===== config.mk =====
export PLATFORM = sky130hd
export DESIGN_NAME = integer_matrix_multiply_top
export DESIGN_NICKNAME = d
export VERILOG_FILES = /design/src/mmul_pkg.sv /design/src/integer_matrix_multiply_top.sv /design/src/mmul_fifo.sv /design/src/mmul_front.sv /design/src/mmul_engine.sv
export SDC_FILE = /design/constraint.sdc
export NUM_CORES = 2
export LEC_CHECK = 0
export ABC_AREA = 0
export BUFFER_PORTS_ARGS = -buffer_cell sky130_fd_sc_hd__buf_2
export CAP_MARGIN = 20
export CORE_UTILIZATION = 40
export CTS_BUF_LIST = sky130_fd_sc_hd__clkbuf_16
export DETAILED_ROUTE_END_ITERATION = 10
export PLACE_DENSITY = 0.58
export SKIP_CTS_REPAIR_TIMING = 1
export SYNTH_ARGS = -nofsm -noshare
export SYNTH_HDL_FRONTEND = slang
export SYNTH_SLANG_ARGS = --single-unit

===== constraint.sdc =====
create_clock -name clk -period 6.85 [get_ports clk]
set_clock_uncertainty 0.1 [all_clocks]
set_input_delay 0.685 -clock clk [delete_from_list [all_inputs] [get_ports clk]]
set_output_delay 0.685 -clock clk [all_outputs]
set_load 0.05 [all_outputs]

===== src/mmul_pkg.sv =====
// types and constants shared by the integer matrix multiply block
package mmul_pkg;

  localparam int IDX_W   = 3;
  localparam int DIM_W   = 4;
  localparam int VALUE_W = 35;
  localparam int IN_W    = 16;
  localparam int CFG_W   = 2;

  localparam int CMD_DEPTH = 2;
  localparam int RES_DEPTH = 2;

  localparam logic [1:0] OP_LOAD_A  = 2'd0;
  localparam logic [1:0] OP_LOAD_B  = 2'd1;
  localparam logic [1:0] OP_COMPUTE = 2'd2;

  localparam logic [CFG_W-1:0] CFG_A_ROWS = 2'd0;
  localparam logic [CFG_W-1:0] CFG_A_COLS = 2'd1;
  localparam logic [CFG_W-1:0] CFG_B_ROWS = 2'd2;
  localparam logic [CFG_W-1:0] CFG_B_COLS = 2'd3;

  localparam logic [DIM_W-1:0] DIM_RESET = 4'd8;

  typedef enum logic [1:0] {
    CMD_LOAD_A,
    CMD_LOAD_B,
    CMD_COMPUTE
  } cmd_kind_t;

  typedef enum logic {
    ENG_IDLE,
    ENG_RUN
  } eng_state_t;

  typedef struct packed {
    logic [1:0]            operation;
    logic [IDX_W-1:0]      elem_row;
    logic [IDX_W-1:0]      elem_col;
    logic signed [IN_W-1:0] elem_value;
  } request_t;

  typedef struct packed {
    logic signed [VALUE_W-1:0] product_value;
    logic [IDX_W-1:0]          out_row;
    logic [IDX_W-1:0]          out_col;
    logic                      dim_error;
    logic                      last;
  } result_t;

  typedef struct packed {
    cmd_kind_t              kind;
    logic [IDX_W-1:0]       row;
    logic [IDX_W-1:0]       col;
    logic signed [IN_W-1:0] value;
  } cmd_t;

  typedef struct packed {
    logic [DIM_W-1:0] a_rows;
    logic [DIM_W-1:0] a_cols;
    logic [DIM_W-1:0] b_rows;
    logic [DIM_W-1:0] b_cols;
  } cfg_t;

endpackage


===== src/integer_matrix_multiply_top.sv =====
// top level of the signed integer matrix multiplier
// request channel: push/full; an item is taken when push is high and full is low.
//   load A / load B items write one element; compute items produce results.
//   loads outside the matrix range and the unused operation code are dropped.
// result channel: empty/pop; the oldest result waits on result while empty is low.
// config port cfg_write/cfg_index/cfg_data: write only while idle; unchecked.
// dimensions of 0 count as 1 and those above MAX_DIM as MAX_DIM; a compute item
//   yields a_rows * b_cols results in row-major order, last on the final one,
//   or a single dim_error result when a_cols differs from b_rows.
// loads are taken back to back; each result element sums a_cols products, one per
//   cycle through the shared multiply-accumulate while the result queue accepts.
// the command queue and result queue hold two items each.
// when the receiver stalls, the multiply pipeline holds, the command queue fills
//   and full rises.
// reset clears the queues and sets all four dimension registers to 8; the element
//   stores are not cleared and must be written before use.
module integer_matrix_multiply_top #(
  parameter int MAX_DIM    = 8,
  parameter int ELEM_WIDTH = 16
) (
  input  logic                               clk,
  input  logic                               rst,
  input  logic                               push,
  input  mmul_pkg::request_t                 request,
  output logic                               full,
  output logic                               empty,
  input  logic                               pop,
  output mmul_pkg::result_t                  result,
  input  logic                               cfg_write,
  input  logic [mmul_pkg::CFG_W-1:0]         cfg_index,
  input  logic [mmul_pkg::DIM_W-1:0]         cfg_data
);

  mmul_pkg::cfg_t    cfg;
  mmul_pkg::cmd_t    front_cmd;
  mmul_pkg::cmd_t    cmd;
  mmul_pkg::result_t res;
  logic              cmd_full;
  logic              cmd_push;
  logic              cmd_empty;
  logic              cmd_pop;
  logic              res_full;
  logic              res_push;

  always_ff @(posedge clk) begin
    if (rst) begin
      cfg.a_rows <= mmul_pkg::DIM_RESET;
      cfg.a_cols <= mmul_pkg::DIM_RESET;
      cfg.b_rows <= mmul_pkg::DIM_RESET;
      cfg.b_cols <= mmul_pkg::DIM_RESET;
    end else if (cfg_write) begin
      case (cfg_index)
        mmul_pkg::CFG_A_ROWS: cfg.a_rows <= cfg_data;
        mmul_pkg::CFG_A_COLS: cfg.a_cols <= cfg_data;
        mmul_pkg::CFG_B_ROWS: cfg.b_rows <= cfg_data;
        mmul_pkg::CFG_B_COLS: cfg.b_cols <= cfg_data;
        default: begin
        end
      endcase
    end
  end

  mmul_front #(
    .MAX_DIM (MAX_DIM)
  ) u_front (
    .push     (push),
    .request  (request),
    .full     (full),
    .cmd_full (cmd_full),
    .cmd_push (cmd_push),
    .cmd      (front_cmd)
  );

  mmul_fifo #(
    .item_t (mmul_pkg::cmd_t),
    .DEPTH  (mmul_pkg::CMD_DEPTH)
  ) u_cmd_queue (
    .clk     (clk),
    .rst     (rst),
    .push    (cmd_push),
    .wr_item (front_cmd),
    .full    (cmd_full),
    .pop     (cmd_pop),
    .rd_item (cmd),
    .empty   (cmd_empty)
  );

  mmul_engine #(
    .MAX_DIM    (MAX_DIM),
    .ELEM_WIDTH (ELEM_WIDTH)
  ) u_engine (
    .clk       (clk),
    .rst       (rst),
    .cfg       (cfg),
    .cmd_empty (cmd_empty),
    .cmd       (cmd),
    .cmd_pop   (cmd_pop),
    .res_full  (res_full),
    .res_push  (res_push),
    .res       (res)
  );

  mmul_fifo #(
    .item_t (mmul_pkg::result_t),
    .DEPTH  (mmul_pkg::RES_DEPTH)
  ) u_res_queue (
    .clk     (clk),
    .rst     (rst),
    .push    (res_push),
    .wr_item (res),
    .full    (res_full),
    .pop     (pop),
    .rd_item (result),
    .empty   (empty)
  );

  // an error result is a lone, zeroed item
  a_error_result: assert property (@(posedge clk) disable iff (rst)
    (!empty && result.dim_error) |->
      (result.last && result.product_value == '0 && result.out_row == '0 &&
       result.out_col == '0))
    else $error("dimension error result not zeroed");

  // result positions stay inside the matrix
  a_result_range: assert property (@(posedge clk) disable iff (rst)
    (!empty && !result.dim_error) |->
      (int'(result.out_row) < MAX_DIM && int'(result.out_col) < MAX_DIM))
    else $error("result position out of range");

  // nothing is waiting right after reset
  a_reset_empty: assert property (@(posedge clk)
    $past(rst) |-> (empty && !full))
    else $error("queues not empty after reset");

endmodule


===== src/mmul_fifo.sv =====
// small first-in first-out queue of packed items
module mmul_fifo #(
  parameter type item_t = logic,
  parameter int  DEPTH  = 2
) (
  input  logic  clk,
  input  logic  rst,
  input  logic  push,
  input  item_t wr_item,
  output logic  full,
  input  logic  pop,
  output item_t rd_item,
  output logic  empty
);

  localparam int PW = (DEPTH > 1) ? $clog2(DEPTH) : 1;
  localparam int CW = $clog2(DEPTH + 1);

  item_t         slots [DEPTH];
  logic [PW-1:0] wr_ptr;
  logic [PW-1:0] rd_ptr;
  logic [CW-1:0] count;
  logic          do_push;
  logic          do_pop;

  assign full    = (count == CW'(DEPTH));
  assign empty   = (count == '0);
  assign do_push = push && !full;
  assign do_pop  = pop && !empty;
  assign rd_item = slots[rd_ptr];

  always_ff @(posedge clk) begin
    if (rst) begin
      wr_ptr <= '0;
      rd_ptr <= '0;
      count  <= '0;
    end else begin
      if (do_push) begin
        wr_ptr <= (wr_ptr == PW'(DEPTH - 1)) ? '0 : wr_ptr + PW'(1);
      end
      if (do_pop) begin
        rd_ptr <= (rd_ptr == PW'(DEPTH - 1)) ? '0 : rd_ptr + PW'(1);
      end
      if (do_push && !do_pop) begin
        count <= count + CW'(1);
      end else if (do_pop && !do_push) begin
        count <= count - CW'(1);
      end
    end
  end

  always_ff @(posedge clk) begin
    if (do_push) begin
      slots[wr_ptr] <= wr_item;
    end
  end

endmodule


===== src/mmul_front.sv =====
// front end: accepts request items and classifies them into commands
module mmul_front #(
  parameter int MAX_DIM = 8
) (
  input  logic               push,
  input  mmul_pkg::request_t request,
  output logic               full,
  input  logic               cmd_full,
  output logic               cmd_push,
  output mmul_pkg::cmd_t     cmd
);

  logic in_range;
  logic keep;

  assign in_range = (int'(request.elem_row) < MAX_DIM) && (int'(request.elem_col) < MAX_DIM);
  assign full     = cmd_full;
  assign cmd_push = push && !cmd_full && keep;

  always_comb begin
    keep      = 1'b0;
    cmd.kind  = mmul_pkg::CMD_COMPUTE;
    cmd.row   = request.elem_row;
    cmd.col   = request.elem_col;
    cmd.value = request.elem_value;
    case (request.operation)
      mmul_pkg::OP_LOAD_A: begin
        cmd.kind = mmul_pkg::CMD_LOAD_A;
        keep     = in_range;
      end
      mmul_pkg::OP_LOAD_B: begin
        cmd.kind = mmul_pkg::CMD_LOAD_B;
        keep     = in_range;
      end
      mmul_pkg::OP_COMPUTE: begin
        cmd.kind = mmul_pkg::CMD_COMPUTE;
        keep     = 1'b1;
      end
      default: begin
        keep = 1'b0;
      end
    endcase
  end

endmodule


===== src/mmul_engine.sv =====
// back end: element stores, sequencer and pipelined multiply-accumulate
module mmul_engine #(
  parameter int MAX_DIM    = 8,
  parameter int ELEM_WIDTH = 16
) (
  input  logic              clk,
  input  logic              rst,
  input  mmul_pkg::cfg_t    cfg,
  input  logic              cmd_empty,
  input  mmul_pkg::cmd_t    cmd,
  output logic              cmd_pop,
  input  logic              res_full,
  output logic              res_push,
  output mmul_pkg::result_t res
);

  localparam int CELLS = MAX_DIM * MAX_DIM;
  localparam int AW    = (CELLS > 1) ? $clog2(CELLS) : 1;
  localparam int IW    = mmul_pkg::IDX_W;
  localparam int VW    = mmul_pkg::VALUE_W;
  localparam int PW    = 2 * ELEM_WIDTH;

  typedef struct packed {
    logic          valid;
    logic          err;
    logic          first_k;
    logic          last_k;
    logic          last;
    logic [IW-1:0] row;
    logic [IW-1:0] col;
  } tok_t;

  function automatic logic [IW-1:0] dim_m1(input logic [mmul_pkg::DIM_W-1:0] v);
    logic [mmul_pkg::DIM_W-1:0] t;
    t = v - 4'd1;
    if (v == '0) begin
      return '0;
    end else if (int'(v) > MAX_DIM) begin
      return IW'(MAX_DIM - 1);
    end
    return t[IW-1:0];
  endfunction

  logic [ELEM_WIDTH-1:0] mem_a [CELLS];
  logic [ELEM_WIDTH-1:0] mem_b [CELLS];

  mmul_pkg::eng_state_t state;
  mmul_pkg::eng_state_t state_next;

  logic [IW-1:0] r;
  logic [IW-1:0] c;
  logic [IW-1:0] k;
  logic [IW-1:0] ar_m1;
  logic [IW-1:0] ac_m1;
  logic [IW-1:0] bc_m1;
  tok_t          s1;
  tok_t          s2;
  tok_t          tok_new;

  logic signed [ELEM_WIDTH-1:0] a_q;
  logic signed [ELEM_WIDTH-1:0] b_q;
  logic signed [PW-1:0]         mult;
  logic signed [63:0]           mult_wide;
  logic [VW-1:0]                prod;
  logic [VW-1:0]                acc;
  logic [VW-1:0]                sum;

  logic                  emit;
  logic                  adv;
  logic                  wr_a;
  logic                  wr_b;
  logic                  load_dims;
  logic                  mismatch;
  logic [AW-1:0]         wa;
  logic [AW-1:0]         ra;
  logic [AW-1:0]         rb;
  logic signed [31:0]    v32;
  logic [ELEM_WIDTH-1:0] wv;

  assign emit     = s2.valid && (s2.err || s2.last_k);
  assign adv      = !(emit && res_full);
  assign res_push = emit && !res_full;
  assign sum      = (s2.first_k ? '0 : acc) + prod;

  assign res.product_value = s2.err ? '0 : signed'(sum);
  assign res.out_row       = s2.row;
  assign res.out_col       = s2.col;
  assign res.dim_error     = s2.err;
  assign res.last          = s2.last;

  assign mismatch = (dim_m1(cfg.a_cols) != dim_m1(cfg.b_rows));

  assign v32 = 32'(cmd.value);
  assign wv  = v32[ELEM_WIDTH-1:0];
  assign wa  = AW'(int'(cmd.row) * MAX_DIM + int'(cmd.col));
  assign ra  = AW'(int'(r) * MAX_DIM + int'(k));
  assign rb  = AW'(int'(k) * MAX_DIM + int'(c));

  assign mult      = a_q * b_q;
  assign mult_wide = 64'(mult);

  always_ff @(posedge clk) begin
    if (rst) begin
      state <= mmul_pkg::ENG_IDLE;
    end else begin
      state <= state_next;
    end
  end

  always_comb begin
    state_next = state;
    cmd_pop    = 1'b0;
    wr_a       = 1'b0;
    wr_b       = 1'b0;
    load_dims  = 1'b0;
    tok_new    = '0;
    case (state)
      mmul_pkg::ENG_IDLE: begin
        if (adv && !cmd_empty) begin
          cmd_pop = 1'b1;
          case (cmd.kind)
            mmul_pkg::CMD_LOAD_A: begin
              wr_a = 1'b1;
            end
            mmul_pkg::CMD_LOAD_B: begin
              wr_b = 1'b1;
            end
            mmul_pkg::CMD_COMPUTE: begin
              if (mismatch) begin
                tok_new.valid = 1'b1;
                tok_new.err   = 1'b1;
                tok_new.last  = 1'b1;
              end else begin
                load_dims  = 1'b1;
                state_next = mmul_pkg::ENG_RUN;
              end
            end
            default: begin
            end
          endcase
        end
      end
      mmul_pkg::ENG_RUN: begin
        if (adv) begin
          tok_new.valid   = 1'b1;
          tok_new.first_k = (k == '0);
          tok_new.last_k  = (k == ac_m1);
          tok_new.last    = (k == ac_m1) && (c == bc_m1) && (r == ar_m1);
          tok_new.row     = r;
          tok_new.col     = c;
          if (tok_new.last) begin
            state_next = mmul_pkg::ENG_IDLE;
          end
        end
      end
      default: begin
        state_next = mmul_pkg::ENG_IDLE;
      end
    endcase
  end

  // row, column and inner-product counters
  always_ff @(posedge clk) begin
    if (load_dims) begin
      r     <= '0;
      c     <= '0;
      k     <= '0;
      ar_m1 <= dim_m1(cfg.a_rows);
      ac_m1 <= dim_m1(cfg.a_cols);
      bc_m1 <= dim_m1(cfg.b_cols);
    end else if (state == mmul_pkg::ENG_RUN && adv) begin
      if (k == ac_m1) begin
        k <= '0;
        if (c == bc_m1) begin
          c <= '0;
          r <= r + IW'(1);
        end else begin
          c <= c + IW'(1);
        end
      end else begin
        k <= k + IW'(1);
      end
    end
  end

  always_ff @(posedge clk) begin
    if (wr_a) begin
      mem_a[wa] <= wv;
    end
    if (wr_b) begin
      mem_b[wa] <= wv;
    end
    if (adv) begin
      a_q <= mem_a[ra];
      b_q <= mem_b[rb];
    end
  end

  always_ff @(posedge clk) begin
    if (rst) begin
      s1 <= '0;
      s2 <= '0;
    end else if (adv) begin
      s1 <= tok_new;
      s2 <= s1;
    end
  end

  always_ff @(posedge clk) begin
    if (adv) begin
      prod <= mult_wide[VW-1:0];
      if (s2.valid && !s2.err) begin
        acc <= sum;
      end
    end
  end

endmodule

==> out/qor.csv <==
stage;metric;value;unit
drt;Via Count;48490;
critical_path;cell type with the highest occurrence count on the critical path;fa_1;
finish;fin cells;8985;
yosys;flip-flop and latch count after synthesis;2348;
hold_path;type of the worst min-delay path;input pin to register;
critical_path;r2r setup slk;350;ps
global_route;number of global-route vias before repair;50067;
placement;number of I/O port buffers;79;
drt;count of antenna-violating nets left after detailed routing;0;
timing;worst hold-check slack;79.7;ps
timing;setup repair after global routing missed its margin;false;
timing;worst setup slack after layout;351;ps
yosys;most used flip-flop cell after synthesis;edfxtp_1;
critical_path;WP data arrival;6970;ps
clock_network;clock tree from TritonCTS;built;
clock_network;number of H-tree levels;4;
yosys;share of Yosys cell area claimed by the top area cell type;68.2;%
yosys;number of nets in the synthesized netlist;5518;
floorplan;Die W;504;um
yosys;YS warnings;0;
global_route;number of antenna violations at the first check in global routing;11;
floorplan;full die area;0.254;sq mm
yosys;share of async-settable or async-resettable flops after synthesis;0;%
drt;mean number of vias per cell;5.40;
yosys;Mapped Area;0.101;sq mm
timing;minimum period implied by the final worst setup slack;6500;ps
critical_path;crit-path cells;nand2_1 -> inv_1 -> fa_1 -> buf_4 -> fa_1 -> fa_1 -> fa_1 -> fa_1 -> inv_1 -> fa_1 -> inv_1 -> ha_1 -> a21oi_1 -> nor2b_1 -> nor2_1 -> nor2_1 -> nor3_1 -> o31ai_2 -> a311o_1 -> xnor2_1;
drt;final wirelength;239;mm
timing;max frequency;154;MHz
placement;placement-stage worst setup slack;207;ps
critical_path;type of the setup path with the least slack;register to register;
critical_path;stages on the worst setup path;20;
timing;number of pins with negative max-slew slack in the final report;0;
yosys;number of enable-type register cells in the synthesized netlist;2290;
clock_network;clock latency on the worst-skew pair;940;ps
critical_path;slowest cell on the critical path;fa_1;
hold_path;HP Start;cfg_data[1];
global_route;total grt overflow;0;
timing;total negative slack;0;ps
drt;post-route DRC violation count;0;
critical_path;FF-to-FF Start;u_engine.a_q[15];
critical_path;Register-to-Register Path Depth;20;
yosys;Mean Syn Cell Area;19.8;sq um
global_route;pin count of the biggest net entering global routing;131;
clock_network;Reg clk slew, reported paths;60;ps
yosys;number of distinct standard cells referenced by the synthesized netlist;63;
drt;drt wl/cell;26.6;um
clock_network;Clock Tree Root;clkbuf_16;
critical_path;worst-path maximum fanout;7;
timing;Slew @ Worst Pin;1150;ps
placement;HPWL reported at the end of detailed placement;148;mm
global_route;Global Route Usage Sum;18.8;%
finish;nets@finish;5868;
floorplan;area of the core;0.250;sq mm
clock_network;Inserted Clock Buffers;236;
yosys;sequential-to-total area share from yosys stat;69.4;%
floorplan;number of top-level design ports;80;
clock_network;clock tree sinks;2348;
critical_path;launching instance or port of the critical path;u_engine.a_q[15];
critical_path;critical path data required time;7320;ps
timing;worst max-slew margin expressed relative to the limit;23.3;%
hold_path;worst hold stages;3;
floorplan;Initial Util;40.4;%
yosys;leading cell types by total area after synthesis;edfxtp_1 68%, mux4_2 15%, fa_1 5.2%, ha_1 1.6%, inv_1 1.2%;
global_route;wire length of the first global-routing pass;351;mm
drt;number of DRC markers in iteration 0;4754;
clock_network;worst-case clock buffer depth;3;
critical_path;delay of the slowest cell on the worst path;960;ps
drt;TritonRoute pass-1 iters;7;
timing;post-route fraction of the period consumed by the critical path;94.9;%
finish;Layout Area Growth over Synthesis;13.3;%
finish;top library cells by usage in the layout, fill and taps aside;2290 x edfxtp_1, 672 x mux4_2, 378 x inv_1, 263 x fa_1, 236 x clkbuf_16;
critical_path;count of buffering cells on the critical path with inverters included;4;
critical_path;Critical Path End Type;register;
critical_path;kind of launch point of the worst setup path;register;
floorplan;number of core rows;183;
critical_path;family with the most delay on the worst path;adder cells;
finish;commonest non-fill, non-tap cell in the layout;edfxtp_1;
floorplan;chip height;504;um
timing;count of final setup violators;0;
critical_path;r2r endpoint;u_engine.prod[31];
placement;number of cells in the design after placement;8493;
yosys;Post-Syn Instances;5093;
placement;gpl congestion;0.823;
run_status;result of the run;completed;
yosys;cell type contributing the most total cell area after synthesis;edfxtp_1;
timing;final-report hold violation count;0;
job;Max-cap violations;0;
finish;share of layout cells above drive strength 1;25.0;%
critical_path;CP Capture Point;u_engine.prod[31];
-- per-layer routing --
layer,up-vias,global-route usage [%],routed length [um]
met2,1349,30.3,115000
met4,2,4.18,4390
li1,20722,-,-
met5,-,0,13
met1,26151,27.4,107000
met3,266,2.43,12100
-- worst reg2reg max path, cell delays in order, from the launching register on --
cell,delay [ps]
edfxtp_1,450
nand2_1,150
inv_1,100
fa_1,570
buf_4,200
fa_1,960
fa_1,560
fa_1,510
fa_1,500
inv_1,50
fa_1,470
inv_1,40
ha_1,330
a21oi_1,170
nor2b_1,80
nor2_1,130
nor2_1,50
nor3_1,230
o31ai_2,140
a311o_1,290
xnor2_1,130
-- synthesized netlist by cell type, drive strengths merged (2+ instances only) --
master,instances
a211o,7
a211oi,10
a21o,17
a21oi,82
a22oi,3
a311o,3
a31o,3
a31oi,13
a41oi,2
and2,133
and3,9
buf,101
clkbuf,127
dfxtp,58
edfxtp,2290
fa,263
ha,127
inv,322
maj3,6
mux2,63
mux2i,15
mux4,672
nand2,205
nand2b,12
nand3,15
nand3b,4
nand4,8
nor2,226
nor2b,82
nor3,18
nor3b,4
o211ai,4
o21a,10
o21ai,48
o21bai,8
o311ai,3
o31ai,2
o32ai,9
or2,3
or3,5
xnor2,53
xor2,35
-- area by class of cell --
type	instances	area, sq um
Timing Repair Buffer	340	2610
Inverter	322	1210
Clock inverter	205	1530
Multi-Input combinational cell	2195	28800
Antenna cell	9	22.5
Tap cell	3330	4170
Fill cell	21119	135000
Sequential cell	2348	70000
Clock buffer	236	5910
-- metrics by stage --
stage                     area [sq um]  utilization, %
after floorplan                 101000               -
after global placement          106000            42.6
after detailed placement        106000            42.6
after CTS                       114000            45.6
after global routing            114000            45.7
final                           114000            45.7
-- how the worst min path moves through the flow --
| stage | end | slack, ps |
|---|---|---|
| 3_5_place_dp | u_res_queue.slots[0][5] | 340 |
| 3_3_place_gp | u_res_queue.slots[0][2] | 340 |
| 5_1_grt | cfg[5] | 60 |
| 2_1_floorplan | u_res_queue.slots[0][0] | 330 |
| 4_1_cts | u_cmd_queue.slots[0][8] | -230 |
| 6_report | cfg[9] | 80 |
-- state kept, by name, summed over array words and instances (netlist names), 8 cells and up, named ones only --
signal             cells
u_engine.a_q          16
u_engine.s1           11
u_engine.b_q          16
u_engine.prod         32
u_res_queue.slots     86
u_engine.mem_b      1024
cfg                   16
u_engine.acc          35
u_engine.mem_a      1024
u_cmd_queue.slots     48
u_engine.res           8
-- cells by family after synthesis --
| kind of cell | count (synthesis) | synth area share, % |
|---|---|---|
| mux | 750 | 15.9 |
| fa+ha+maj | 396 | 6.86 |
| simple gates | 726 | 3.41 |
| compound gates | 235 | 1.48 |
| flops | 2348 | 69.4 |
| buf+inv | 550 | 2.21 |
| xor+xnor | 88 | 0.765 |
Power is left out: the tool's default activity adds up to more than one toggle a clock period on the data nets, which glitch-free logic cannot reach.
